## src/rtl/mcit_pkg.sv

```systemverilog
// Shared types and constants for the multi-channel interval timer.
package mcit_pkg;

    localparam int NUM_SLOTS_DEF   = 16;
    localparam int PERIOD_BITS_DEF = 24;
    localparam int ID_W            = 4;
    localparam int IVAL_W          = 24;
    localparam int CNT_W           = 32;
    localparam int QUEUE_DEPTH     = 2;

    // command codes as they arrive on the input channel
    typedef enum logic [2:0] {
        CMD_START = 3'd0,
        CMD_STOP  = 3'd1,
        CMD_RESET = 3'd2,
        CMD_QUERY = 3'd3,
        CMD_TICK  = 3'd4
    } cmd_code_t;

    // decoded operation handed from the front to the back
    typedef enum logic [2:0] {
        OP_START,
        OP_STOP,
        OP_RESET,
        OP_QUERY,
        OP_TICK,
        OP_BAD
    } op_t;

    typedef struct packed {
        op_t               op;
        logic              in_range;
        logic [ID_W-1:0]   id;
        logic [IVAL_W-1:0] interval;
        logic              rep;
    } item_t;

    typedef enum logic [1:0] {
        ST_IDLE,
        ST_EXEC,
        ST_SCAN,
        ST_FLUSH
    } back_state_t;

    typedef struct packed {
        logic              kind;
        logic              ok;
        logic [ID_W-1:0]   slot;
        logic              active;
        logic              periodic;
        logic [IVAL_W-1:0] period;
        logic [CNT_W-1:0]  count;
        logic              last;
    } result_t;

endpackage

```

## src/rtl/mcit_front.sv

```systemverilog
// Input stage: decodes each command and checks the slot id against the table size.
module mcit_front #(
    parameter int NUM_SLOTS = mcit_pkg::NUM_SLOTS_DEF
) (
    input  logic [2:0]              cmd,
    input  logic [mcit_pkg::ID_W-1:0]   timer_id,
    input  logic [mcit_pkg::IVAL_W-1:0] interval_ms,
    input  logic                    repeat_req,
    output mcit_pkg::item_t         item
);
    import mcit_pkg::*;

    op_t  op;
    logic in_range;

    always_comb begin
        unique case (cmd)
            CMD_START: op = OP_START;
            CMD_STOP:  op = OP_STOP;
            CMD_RESET: op = OP_RESET;
            CMD_QUERY: op = OP_QUERY;
            CMD_TICK:  op = OP_TICK;
            default:   op = OP_BAD;
        endcase
    end

    assign in_range = 32'(timer_id) < 32'(NUM_SLOTS);

    assign item = '{op: op, in_range: in_range, id: timer_id, interval: interval_ms,
                    rep: repeat_req};

endmodule

```

## src/rtl/mcit_queue.sv

```systemverilog
// Short queue of decoded commands between the front and the back.
module mcit_queue (
    input  logic            aclk,
    input  logic            aresetn,
    input  logic            push,
    input  mcit_pkg::item_t push_item,
    output logic            full,
    input  logic            pop,
    output logic            not_empty,
    output mcit_pkg::item_t head
);
    import mcit_pkg::*;

    localparam int PW = (QUEUE_DEPTH > 1) ? $clog2(QUEUE_DEPTH) : 1;
    localparam int CW = $clog2(QUEUE_DEPTH + 1);

    item_t           entry_reg [QUEUE_DEPTH];
    logic [PW-1:0]   wr_ptr_reg, wr_ptr_next;
    logic [PW-1:0]   rd_ptr_reg, rd_ptr_next;
    logic [CW-1:0]   count_reg, count_next;

    assign full      = count_reg == CW'(QUEUE_DEPTH);
    assign not_empty = count_reg != '0;
    assign head      = entry_reg[rd_ptr_reg];

    always_comb begin
        wr_ptr_next = wr_ptr_reg;
        rd_ptr_next = rd_ptr_reg;
        count_next  = count_reg;
        if (push) begin
            wr_ptr_next = (wr_ptr_reg == PW'(QUEUE_DEPTH - 1)) ? '0 : wr_ptr_reg + PW'(1);
        end
        if (pop) begin
            rd_ptr_next = (rd_ptr_reg == PW'(QUEUE_DEPTH - 1)) ? '0 : rd_ptr_reg + PW'(1);
        end
        if (push && !pop) begin
            count_next = count_reg + CW'(1);
        end else if (pop && !push) begin
            count_next = count_reg - CW'(1);
        end
    end

    always_ff @(posedge aclk) begin
        if (!aresetn) begin
            wr_ptr_reg <= '0;
            rd_ptr_reg <= '0;
            count_reg  <= '0;
        end else begin
            wr_ptr_reg <= wr_ptr_next;
            rd_ptr_reg <= rd_ptr_next;
            count_reg  <= count_next;
        end
    end

    always_ff @(posedge aclk) begin
        if (push) begin
            entry_reg[wr_ptr_reg] <= push_item;
        end
    end

endmodule

```

## src/rtl/mcit_back.sv

```systemverilog
// Execution sequencer: slot table, command execution, tick scan and result register.
module mcit_back #(
    parameter int NUM_SLOTS   = mcit_pkg::NUM_SLOTS_DEF,
    parameter int PERIOD_BITS = mcit_pkg::PERIOD_BITS_DEF
) (
    input  logic              aclk,
    input  logic              aresetn,
    input  logic              q_valid,
    input  mcit_pkg::item_t   q_item,
    output logic              q_pop,
    output logic              out_valid,
    output mcit_pkg::result_t out_data,
    input  logic              out_ready
);
    import mcit_pkg::*;

    localparam int AW = (NUM_SLOTS > 1) ? $clog2(NUM_SLOTS) : 1;
    localparam logic [63:0] PMASK = (64'd1 << PERIOD_BITS) - 64'd1;
    localparam logic [AW-1:0] LAST_SLOT = AW'(NUM_SLOTS - 1);

    // slot table; contents of a free slot are never shown
    logic                   mem_per [NUM_SLOTS];
    logic [PERIOD_BITS-1:0] mem_rel [NUM_SLOTS];
    logic [PERIOD_BITS-1:0] mem_rem [NUM_SLOTS];
    logic [CNT_W-1:0]       mem_cnt [NUM_SLOTS];

    logic                   rd_per_reg;
    logic [PERIOD_BITS-1:0] rd_rel_reg;
    logic [PERIOD_BITS-1:0] rd_rem_reg;
    logic [CNT_W-1:0]       rd_cnt_reg;

    logic [NUM_SLOTS-1:0]   busy_reg, busy_next;
    back_state_t            state_reg, state_next;
    item_t                  item_reg, item_next;
    logic [AW-1:0]          cur_reg, cur_next;
    logic                   pend_valid_reg, pend_valid_next;
    result_t                pend_reg, pend_next;
    logic                   out_valid_reg, out_valid_next;
    result_t                out_reg, out_next;

    logic [AW-1:0]          rd_addr;
    logic                   wr_en;
    logic [AW-1:0]          wr_addr;
    logic                   wr_per;
    logic [PERIOD_BITS-1:0] wr_rel;
    logic [PERIOD_BITS-1:0] wr_rem;
    logic [CNT_W-1:0]       wr_cnt;

    logic                   out_free;
    logic [AW-1:0]          item_addr;
    logic                   busy_item;
    logic [63:0]            iv64;
    logic [63:0]            clamped;
    logic [PERIOD_BITS-1:0] ival;
    logic [PERIOD_BITS-1:0] rem_dec;
    logic [CNT_W-1:0]       cnt_inc;
    logic                   advance;
    logic                   a_busy;
    logic                   a_per;
    logic [PERIOD_BITS-1:0] a_rel;
    logic [CNT_W-1:0]       a_cnt;
    result_t                res;
    result_t                fire;

    assign out_free  = !out_valid_reg || out_ready;
    assign item_addr = AW'(item_reg.id);
    assign busy_item = item_reg.in_range && busy_reg[item_addr];
    assign rem_dec   = rd_rem_reg - PERIOD_BITS'(1);
    assign cnt_inc   = (rd_cnt_reg == '1) ? rd_cnt_reg : rd_cnt_reg + CNT_W'(1);

    // zero acts as one, anything above the period range saturates
    always_comb begin
        iv64    = 64'(item_reg.interval);
        clamped = (iv64 > PMASK) ? PMASK : iv64;
        if (clamped == 64'd0) begin
            clamped = 64'd1;
        end
        ival = PERIOD_BITS'(clamped);
    end

    always_comb begin
        fire = '{kind: 1'b1, ok: 1'b1, slot: ID_W'(cur_reg), active: rd_per_reg,
                 periodic: rd_per_reg, period: IVAL_W'(rd_rel_reg), count: cnt_inc,
                 last: 1'b0};
    end

    always_comb begin
        state_next      = state_reg;
        item_next       = item_reg;
        cur_next        = cur_reg;
        pend_valid_next = pend_valid_reg;
        pend_next       = pend_reg;
        out_next        = out_reg;
        out_valid_next  = out_valid_reg && !out_ready;
        busy_next       = busy_reg;
        q_pop           = 1'b0;
        rd_addr         = cur_reg;
        wr_en           = 1'b0;
        wr_addr         = cur_reg;
        wr_per          = rd_per_reg;
        wr_rel          = rd_rel_reg;
        wr_rem          = rd_rem_reg;
        wr_cnt          = rd_cnt_reg;
        advance         = 1'b1;
        a_busy          = busy_item;
        a_per           = rd_per_reg;
        a_rel           = rd_rel_reg;
        a_cnt           = rd_cnt_reg;
        res             = '0;

        unique case (state_reg)
            ST_IDLE: begin
                if (q_valid) begin
                    q_pop     = 1'b1;
                    item_next = q_item;
                    if (q_item.op == OP_TICK) begin
                        state_next = ST_SCAN;
                        cur_next   = '0;
                        rd_addr    = '0;
                    end else begin
                        state_next = ST_EXEC;
                        rd_addr    = AW'(q_item.id);
                    end
                end
            end

            ST_EXEC: begin
                rd_addr = item_addr;
                wr_addr = item_addr;
                res.ok  = 1'b0;
                case (item_reg.op)
                    OP_START: begin
                        if (item_reg.in_range && !busy_item) begin
                            res.ok               = 1'b1;
                            wr_en                = 1'b1;
                            wr_per               = item_reg.rep;
                            wr_rel               = ival;
                            wr_rem               = ival;
                            wr_cnt               = '0;
                            busy_next[item_addr] = 1'b1;
                            a_busy               = 1'b1;
                            a_per                = item_reg.rep;
                            a_rel                = ival;
                            a_cnt                = '0;
                        end
                    end
                    OP_STOP: begin
                        if (busy_item) begin
                            res.ok               = 1'b1;
                            busy_next[item_addr] = 1'b0;
                            a_busy               = 1'b0;
                        end
                    end
                    OP_RESET: begin
                        if (busy_item) begin
                            res.ok = 1'b1;
                            wr_en  = 1'b1;
                            wr_per = item_reg.rep;
                            wr_rel = ival;
                            wr_rem = ival;
                            a_per  = item_reg.rep;
                            a_rel  = ival;
                        end
                    end
                    OP_QUERY: begin
                        res.ok = busy_item;
                    end
                    default: begin
                        a_busy = 1'b0;
                    end
                endcase
                res.kind = 1'b0;
                res.slot = item_reg.id;
                res.last = 1'b1;
                if (a_busy) begin
                    res.active   = 1'b1;
                    res.periodic = a_per;
                    res.period   = IVAL_W'(a_rel);
                    res.count    = a_cnt;
                end
                if (out_free) begin
                    out_next       = res;
                    out_valid_next = 1'b1;
                    state_next     = ST_IDLE;
                end else begin
                    wr_en     = 1'b0;
                    busy_next = busy_reg;
                end
            end

            ST_SCAN: begin
                if (busy_reg[cur_reg]) begin
                    if (rem_dec != '0) begin
                        wr_en  = 1'b1;
                        wr_rem = rem_dec;
                    end else if (pend_valid_reg && !out_free) begin
                        // hold this slot until the held fire can go out
                        advance = 1'b0;
                    end else begin
                        if (pend_valid_reg) begin
                            out_next       = pend_reg;
                            out_valid_next = 1'b1;
                        end
                        pend_next       = fire;
                        pend_valid_next = 1'b1;
                        wr_en           = 1'b1;
                        wr_rem          = rd_rel_reg;
                        wr_cnt          = cnt_inc;
                        if (!rd_per_reg) begin
                            busy_next[cur_reg] = 1'b0;
                        end
                    end
                end
                if (advance) begin
                    rd_addr = cur_reg + AW'(1);
                    if (cur_reg == LAST_SLOT) begin
                        state_next = ST_FLUSH;
                    end else begin
                        cur_next = cur_reg + AW'(1);
                    end
                end
            end

            ST_FLUSH: begin
                if (!pend_valid_reg) begin
                    state_next = ST_IDLE;
                end else if (out_free) begin
                    out_next        = pend_reg;
                    out_next.last   = 1'b1;
                    out_valid_next  = 1'b1;
                    pend_valid_next = 1'b0;
                    state_next      = ST_IDLE;
                end
            end

            default: begin
                state_next = ST_IDLE;
            end
        endcase
    end

    always_ff @(posedge aclk) begin
        if (!aresetn) begin
            state_reg      <= ST_IDLE;
            busy_reg       <= '0;
            pend_valid_reg <= 1'b0;
            out_valid_reg  <= 1'b0;
            cur_reg        <= '0;
        end else begin
            state_reg      <= state_next;
            busy_reg       <= busy_next;
            pend_valid_reg <= pend_valid_next;
            out_valid_reg  <= out_valid_next;
            cur_reg        <= cur_next;
        end
    end

    always_ff @(posedge aclk) begin
        item_reg <= item_next;
        pend_reg <= pend_next;
        out_reg  <= out_next;
    end

    always_ff @(posedge aclk) begin
        if (wr_en) begin
            mem_per[wr_addr] <= wr_per;
            mem_rel[wr_addr] <= wr_rel;
            mem_rem[wr_addr] <= wr_rem;
            mem_cnt[wr_addr] <= wr_cnt;
        end
        rd_per_reg <= mem_per[rd_addr];
        rd_rel_reg <= mem_rel[rd_addr];
        rd_rem_reg <= mem_rem[rd_addr];
        rd_cnt_reg <= mem_cnt[rd_addr];
    end

    assign out_valid = out_valid_reg;
    assign out_data  = out_reg;

endmodule

```

## src/rtl/multi_channel_interval_timer.sv

```systemverilog
// A command is popped by the idle state, which reads its slot, and the exec state loads the reply
// once the result port is free; a tick scans the table at one slot per cycle, pausing while a held
// fire waits on a stalled result port. Commands run one at a time; the registered table read sets the pace.
// Fires leave lowest slot first; the last result of each transaction carries tlast.
// Reset: synchronous, active low; all slots free, queue and result register empty.
module multi_channel_interval_timer #(
    parameter int NUM_SLOTS   = mcit_pkg::NUM_SLOTS_DEF,
    parameter int PERIOD_BITS = mcit_pkg::PERIOD_BITS_DEF
) (
    input  logic        aclk,
    input  logic        aresetn,
    input  logic        s_tvalid,
    output logic        s_tready,
    input  logic [31:0] s_tdata,  // cmd[2:0], timer_id[6:3], interval_ms[30:7], repeat_req[31]
    output logic        m_tvalid,
    input  logic        m_tready,
    // ok[0], slot_id[4:1], active[5], periodic[6], period[30:7], fire_count[62:31], zero[63]
    output logic [63:0] m_tdata,
    output logic        m_tuser,  // kind
    output logic        m_tlast
);
    import mcit_pkg::*;

    item_t   dec_item;
    item_t   q_head;
    logic    q_full;
    logic    q_not_empty;
    logic    q_pop;
    logic    push;
    result_t res;

    assign push     = s_tvalid && !q_full;
    assign s_tready = !q_full;

    mcit_front #(
        .NUM_SLOTS(NUM_SLOTS)
    ) u_front (
        .cmd        (s_tdata[2:0]),
        .timer_id   (s_tdata[6:3]),
        .interval_ms(s_tdata[30:7]),
        .repeat_req (s_tdata[31]),
        .item       (dec_item)
    );

    mcit_queue u_queue (
        .aclk     (aclk),
        .aresetn  (aresetn),
        .push     (push),
        .push_item(dec_item),
        .full     (q_full),
        .pop      (q_pop),
        .not_empty(q_not_empty),
        .head     (q_head)
    );

    mcit_back #(
        .NUM_SLOTS  (NUM_SLOTS),
        .PERIOD_BITS(PERIOD_BITS)
    ) u_back (
        .aclk     (aclk),
        .aresetn  (aresetn),
        .q_valid  (q_not_empty),
        .q_item   (q_head),
        .q_pop    (q_pop),
        .out_valid(m_tvalid),
        .out_data (res),
        .out_ready(m_tready)
    );

    assign m_tdata = {1'b0, res.count, res.period, res.periodic, res.active, res.slot, res.ok};
    assign m_tuser = res.kind;
    assign m_tlast = res.last;

endmodule

```

## config.mk

```make
export PLATFORM = sky130hd
export DESIGN_NAME = multi_channel_interval_timer
export DESIGN_NICKNAME = d
export VERILOG_FILES = /design/src/rtl/mcit_pkg.sv /design/src/rtl/mcit_front.sv /design/src/rtl/mcit_queue.sv /design/src/rtl/mcit_back.sv /design/src/rtl/multi_channel_interval_timer.sv
export SDC_FILE = /design/constraint.sdc
export NUM_CORES = 2
export LEC_CHECK = 0
export ABC_AREA = 1
export BUFFER_PORTS_ARGS = -buffer_cell sky130_fd_sc_hd__buf_2
export CORE_UTILIZATION = 35
export DETAILED_ROUTE_END_ITERATION = 12
export HOLD_SLACK_MARGIN = 0.05
export PLACE_DENSITY = 0.48
export SLEW_MARGIN = 10
export SYNTH_ARGS = -nofsm -noshare
export SYNTH_HDL_FRONTEND = slang
export SYNTH_SLANG_ARGS = --single-unit
```

## constraint.sdc

```tcl
create_clock -name aclk -period 8.8 [get_ports aclk]
set_input_delay 0.88 -clock aclk [delete_from_list [all_inputs] [get_ports aclk]]
set_output_delay 0.88 -clock aclk [all_outputs]
set_load 0.02 [all_outputs]
```

After elaboration in Yosys (flattened, before gate mapping)
Memories as Yosys holds them, arrays and structs flattened. A register that Yosys moved wholly into a read port is not among the register bits.
Index checks and enable logic that the tools add are counted.
- register bits after elaboration: 187
- bits in writable memories: 1360
- input port bits: 36
- logic and storage cells: 221
- memories: 5
- $add $sub $neg: 7
- $lt $le $gt $ge: 4
- eq/ne operators: 30
- mux-type cells: 106
- bitwise logic cells: 7
- reduce and logical (&&, ||, !) cells: 37
- memory list (memory ; depth ; width ; rd ports ; clocked after memory_dff ; write ports ; line ; RTL):
    u_back.mem_cnt ; 16 ; 32 ; 1 ; 1 ; 1 ; mcit_back.sv:25 ; logic [CNT_W-1:0] mem_cnt [NUM_SLOTS];
    u_back.mem_rel ; 16 ; 24 ; 1 ; 1 ; 1 ; mcit_back.sv:23 ; logic [PERIOD_BITS-1:0] mem_rel [NUM_SLOTS];
    u_back.mem_rem ; 16 ; 24 ; 1 ; 1 ; 1 ; mcit_back.sv:24 ; logic [PERIOD_BITS-1:0] mem_rem [NUM_SLOTS];
    u_queue.entry_reg ; 2 ; 32 ; 1 ; 1 ; 1 ; mcit_queue.sv:17 ; item_t entry_reg [QUEUE_DEPTH];
    u_back.mem_per ; 16 ; 1 ; 1 ; 1 ; 1 ; mcit_back.sv:22 ; logic mem_per [NUM_SLOTS];
- operator list (kind ; number):
    two-way mux 65 bit ; 7
    two-way mux 24 bit ; 9
    case mux 65 bit (3 select lines) ; 1
    two-way mux 32 bit ; 6
    case mux 24 bit (2 select lines) ; 3
    two-way mux 16 bit ; 7
    case mux 16 bit (2 select lines) ; 2
    case mux 32 bit (2 select lines) ; 1
    two-way mux 58 bit ; 1
    two-way mux 1 bit ; 38
    adder 32 x 1 -> 32 bit, second input constant ; 1
    bitwise AND 16 bit ; 2
    equality test 32 bit, second input constant ; 1
    two-way mux 4 bit ; 8
    inverter 16 bit ; 2
    logical NOT 24 bit ; 1
    nonzero test 24 bit ; 1
    subtractor 24 x 1 -> 24 bit, second input constant ; 1
    two-way mux 2 bit ; 8
    != test 2 x 1 -> 1 bit, second input constant ; 8
    bitwise OR 16 bit ; 1
    case mux 3 bit (5 select lines) ; 1
    equality test 3 x 2 -> 1 bit, second input constant ; 4
    case mux 4 bit (3 select lines) ; 1
    35 further kinds ; 76

Longest topological paths before layout
- word-level depth: 11
- depth in mapped cells: 25

By module
From an unflattened synthesis, not the netlist that was laid out.
- cells, all modules: 7074
- area, all modules: 73411.7 µm²
- modules (own cells, without submodules) (module ; instances ; cells an instance ; area an instance (µm²)):
    mcit_back ; 1 ; 6894 ; 70370.0
    mcit_queue ; 1 ; 138 ; 2765.2
    mcit_front ; 1 ; 37 ; 251.5
    multi_channel_interval_timer ; 1 ; 5 ; 25.0

Least setup slack after synthesis
OpenSTA, ideal clock, no wires.
- path kind: register to register
- start point: register u_back.rd_rem_reg[0], read port of u_back.mem_rem
- end point: register u_back.out_reg, in the netlist u_back.out_data[0], enable pin
- setup time: 568 ps
- data arrival time: 6341 ps
- data required time: 8232 ps
- path slack: 1891 ps
- stages on the path, launching flop included: 15
- path buffers: 0
- cells stage by stage: dfxtp_1 inv_2 ha_1 nand2_2 nor2_2 nand2_1 o21ai_1 nand2_1 nor2_1 nand3_1 nor2_2 inv_2 nor2_4 nor2_1 nor3_1
- cells in the longest elaborated chain, start to end: 4
- RTL lines (what ; line ; RTL):
    start, declared ; mcit_back.sv:29 ; logic [PERIOD_BITS-1:0] rd_rem_reg;
    subtractor 24 x 1 -> 24 bit ; mcit_back.sv:68 ; assign rem_dec = rd_rem_reg - PERIOD_BITS'(1);
    nonzero test 24 bit ; mcit_back.sv:193 ; if (rem_dec != '0) begin
    != test 2 bit (no line) ; n/a ;
    AND reduction 8 bit (no line) ; n/a ;
    end signal, assigned ; mcit_back.sv:261 ; out_reg <= out_next;
    end, declared ; mcit_back.sv:39 ; result_t out_reg, out_next;
Every way passes these cells.
A chain may end at the register's enable or synchronous reset.

Worst setup path in the final report
- start point: register u_back.rd_rem_reg[0], read port of u_back.mem_rem
- end point: memory u_back.mem_rem[5][1] in the netlist's numbering (data pin)
- cells in the longest elaborated chain, start to end: 5
- RTL lines (what ; line ; RTL):
    subtractor 24 x 1 -> 24 bit * ; mcit_back.sv:68 ;
    nonzero test 24 bit ; mcit_back.sv:193 ;
    two-way mux 24 bit * ; mcit_back.sv:193 ;
    two-way mux 24 bit * ; mcit_back.sv:192 ; if (busy_reg[cur_reg]) begin
    case mux 24 bit (2 select lines) * ; mcit_back.sv:111 ; unique case (state_reg)
    net u_back.wr_rem[1] ; mcit_back.sv:46 ; logic [PERIOD_BITS-1:0] wr_rem;
    end, declared ; mcit_back.sv:24 ;
Mark *: on every way through the listed nets, which the timed path passes. The rest lies on a longest branch.

==> impl_metrics.yaml <==
route:
  ant_nets: 0
  routedWlPerCell_um: 22.5
  first_pass_iters: 6
  via_count: 51074
  vias_per_cell: 5.11
  drt_iter0_drc: 4847
  wirelength_um: 224000
  drt_drc_violations_left: 0
sta:
  holdWs_ps: 236
  tns_ps: 0
  setup_viol: 0
  layout_setup_ws_ps: 3120
  maxSlewViolCount: 0
  fmax_mhz: 176
  finalHoldViolCount: 0
  max_slew_margin_pct: 12.5
  fin_worst_skew_ps: 32.5
  min_period_ps: 5680
  tightest_slew_ps: 1310
  fin_crit_sh_pct: 64.6
  grt_setup_unrepaired: "no"
cts:
  post_cts.repair.setup_buffers: 0
  clk_pin_slew_ps: 60
  htree_levels: 4
  cts_tree: "built"
  cts_buffers: 176
  clkSinkCount: 1628
  cts_root_buf: "clkbuf_16"
  clk_latency_ps: 840
  cts_max_path_buffers: 3
  cts_hold_buf: 0
  cts_resized: 0
setup_path:
  reg2reg_to: "u_back.mem_rem[5][1]"
  rrSetupSlack_ps: 3120
  crit_start: "u_back.rd_rem_reg[0]"
  endpoint: "u_back.mem_rem[5][1]"
  cp_max_fo: 22
  r2r-start: "u_back.rd_rem_reg[0]"
  critPathKind: "flip-flop to flip-flop"
  crit_path_start_kind: "flip-flop"
  endpoint_kind: "flip-flop"
  reg2reg_depth: 15
  cp.required_ps: 9280
  crit_arrival_ps: 6160
flow_run:
  drv_cap: 0
global_routing:
  grt_pass1_wl_um: 330000
  grt_pass1_vias: 48265
  track_usage_pct: 21.0
  grt_max_degree: 188
  antenna_found_initial: 11
  grt-ovfl-total: 0
final_layout:
  post_layout_nonfiller_instances: 9989
  reg.largest.list: "u_back.mem_cnt: 512 flops, u_back.mem_rel: 384 flops, u_back.mem_rem: 384 flops"
  largest_reg_flops: 512
  drive_gt1_share_pct: 8.39
  area_delta_synth_final_pct: 12.8
  num-fill-cells: 20024
  regMostFlops: "u_back.mem_cnt"
  layout.nets: 7094
die:
  initial_core_util_pct: 35.2
  dieArea_mm2: 0.210
  core_area_mm2: 0.207
  die_y_um: 458
  ios: 104
  rows: 167
  die-width_um: 458
synth:
  ys_ff_latch: 1628
  ys.warnings.count: 0
  ys_seq_area_share_pct: 65.6
  synth_edf_count: 1518
  synth_area_per_cell_um2: 10.3
  async_flop_share_pct: 0
  synthesis.area_mm2: 0.0729
  syn_nets: 7116
  synthTopCellsByArea: "edfxtp_1, nand3_1, nand2_1"
  synthCells: 7067
  yosysTopAreaCellShare_pct: 62.6
  synth_area_leader_cell: "edfxtp_1"
  ys.flop_type: "edfxtp_1"
  synthDistinctLibCells: 49
power:
  irDropWorstVdd_uv: 403
  p_leak_uw: 0.0323
  power_uw: 33800
  p_per_area_mw_per_mm2: 412
run_status:
  status: "finished, final reports clean"
place:
  port_buffers: 102
  pre_cts_slack_ps: 2930
  gp_routability_congestion: 0.865
  hpwl_um: 109000
  dp_cells: 9655
min_path:
  min_path_cells: 1
  hp-class: "input pin to flip-flop"
synthesized netlist by cell type, drive strengths merged, types with 28 or more instances:
library cell	number
inv	1002
buf	256
dfxtp	110
nand2	1490
xor2	28
nand3b	163
nand4	29
clkbuf	177
edfxtp	1518
a21oi	104
nand3	1518
mux2	30
nor2	189
o21ai	276
cell families after synthesis:
group | share of synthesized area (%)
muxes | 0.464
and+or+nand+nor | 21.4
DFF | 65.6
AOI/OAI and AO/OA | 4.04
adders and majority gates | 0.223
buffers and inverters | 7.98
other | 0.00515
xor gates and xnor gates | 0.337
power by group:
group | leakage (uW) | internal, uW | switching [uW]
logic | 0.0148 | 3890 | 11000
registers | 0.0147 | 10800 | 712
clock network | 0.00281 | 4250 | 3130
total | 0.0323 | 19000 | 14900
layout make-up:
class                           count  area (um^2)  area share (%)
Antenna cell                        3         7.51         0.00913
Clock inverter                     82          767           0.933
Clock buffer                      249         4980            6.06
Inverter                         1004         3780            4.60
Tap cell                         2788         3490            4.24
Sequential cell                  1628        47800            58.1
Multi-Input combinational cell   4002        19500            23.7
Timing Repair Buffer              233         1860            2.26
critical path, stage by stage, from the launching register on:
cell and delay [ps]:
dfxtp_1 370, inv_2 230, ha_1 380, nand2_2 150
nor2_2 230, nand2_1 90, nand2_1 60, nand2_1 80
inv_1 90, nand3_1 80, nor2_1 430, and2_0 490
nand3_1 730, nor2_4 890, nand2_1 180, a21oi_2 810
routing by layer:
metal | GRT usage (%) | vias to the layer above | wire length [um] | part of all wire [%]
li1 | - | 24030 | - | -
met1 | 29.0 | 25266 | 101000 | 45
met2 | 34.3 | 1461 | 106000 | 47
met3 | 2.95 | 315 | 11900 | 5.3
met4 | 6.33 | 2 | 5850 | 2.6
met5 | 0 | - | 13 | 0.0058
cells in the final DEF (no fill, tap or decap), types with 13 or more instances in the layout:
cell       instances
a21oi_1           99
buf_12            29
buf_2            102
buf_4            102
clkbuf_1          46
clkbuf_16        179
clkbuf_8          24
clkinv_1          24
clkinv_2          28
dfxtp_1          110
edfxtp_1        1518
ha_1              13
inv_1            987
inv_2             14
mux2_2            30
nand2_1         1485
nand3_1         1517
nand3b_1         163
nand4_1           28
nor2_1           151
nor2_4            27
o211ai_1          27
o21ai_0          253
o21ai_1           21
o221ai_1          22
o22ai_1           17
xor2_1            28
how the worst min path moves through the flow:
stage | from | end | slack (ps)
after floorplan | u_back.cur_reg[2] | u_back.pend_reg[61] | 410
after global placement | u_queue.rd_ptr_reg | u_queue.rd_ptr_reg | 440
after detailed placement | u_queue.rd_ptr_reg | flip-flop | 450
after CTS | s_tdata[21] | u_queue.entry_reg[0][15] | 170
after global routing | s_tdata[6] | u_queue.entry_reg[1][28] | 200
final | s_tdata[21] | u_queue.entry_reg[0][15] | 240
metrics by stage:
step / cell area [um^2] / utilization, %
floorplan: 72900 / -
global placement: 76400 / 36.9
detailed placement: 76400 / 36.9
CTS: 82200 / 39.7
global route: 82200 / 39.7
finish: 82200 / 39.7
Note: power is estimated with default switching activity, not from simulation.
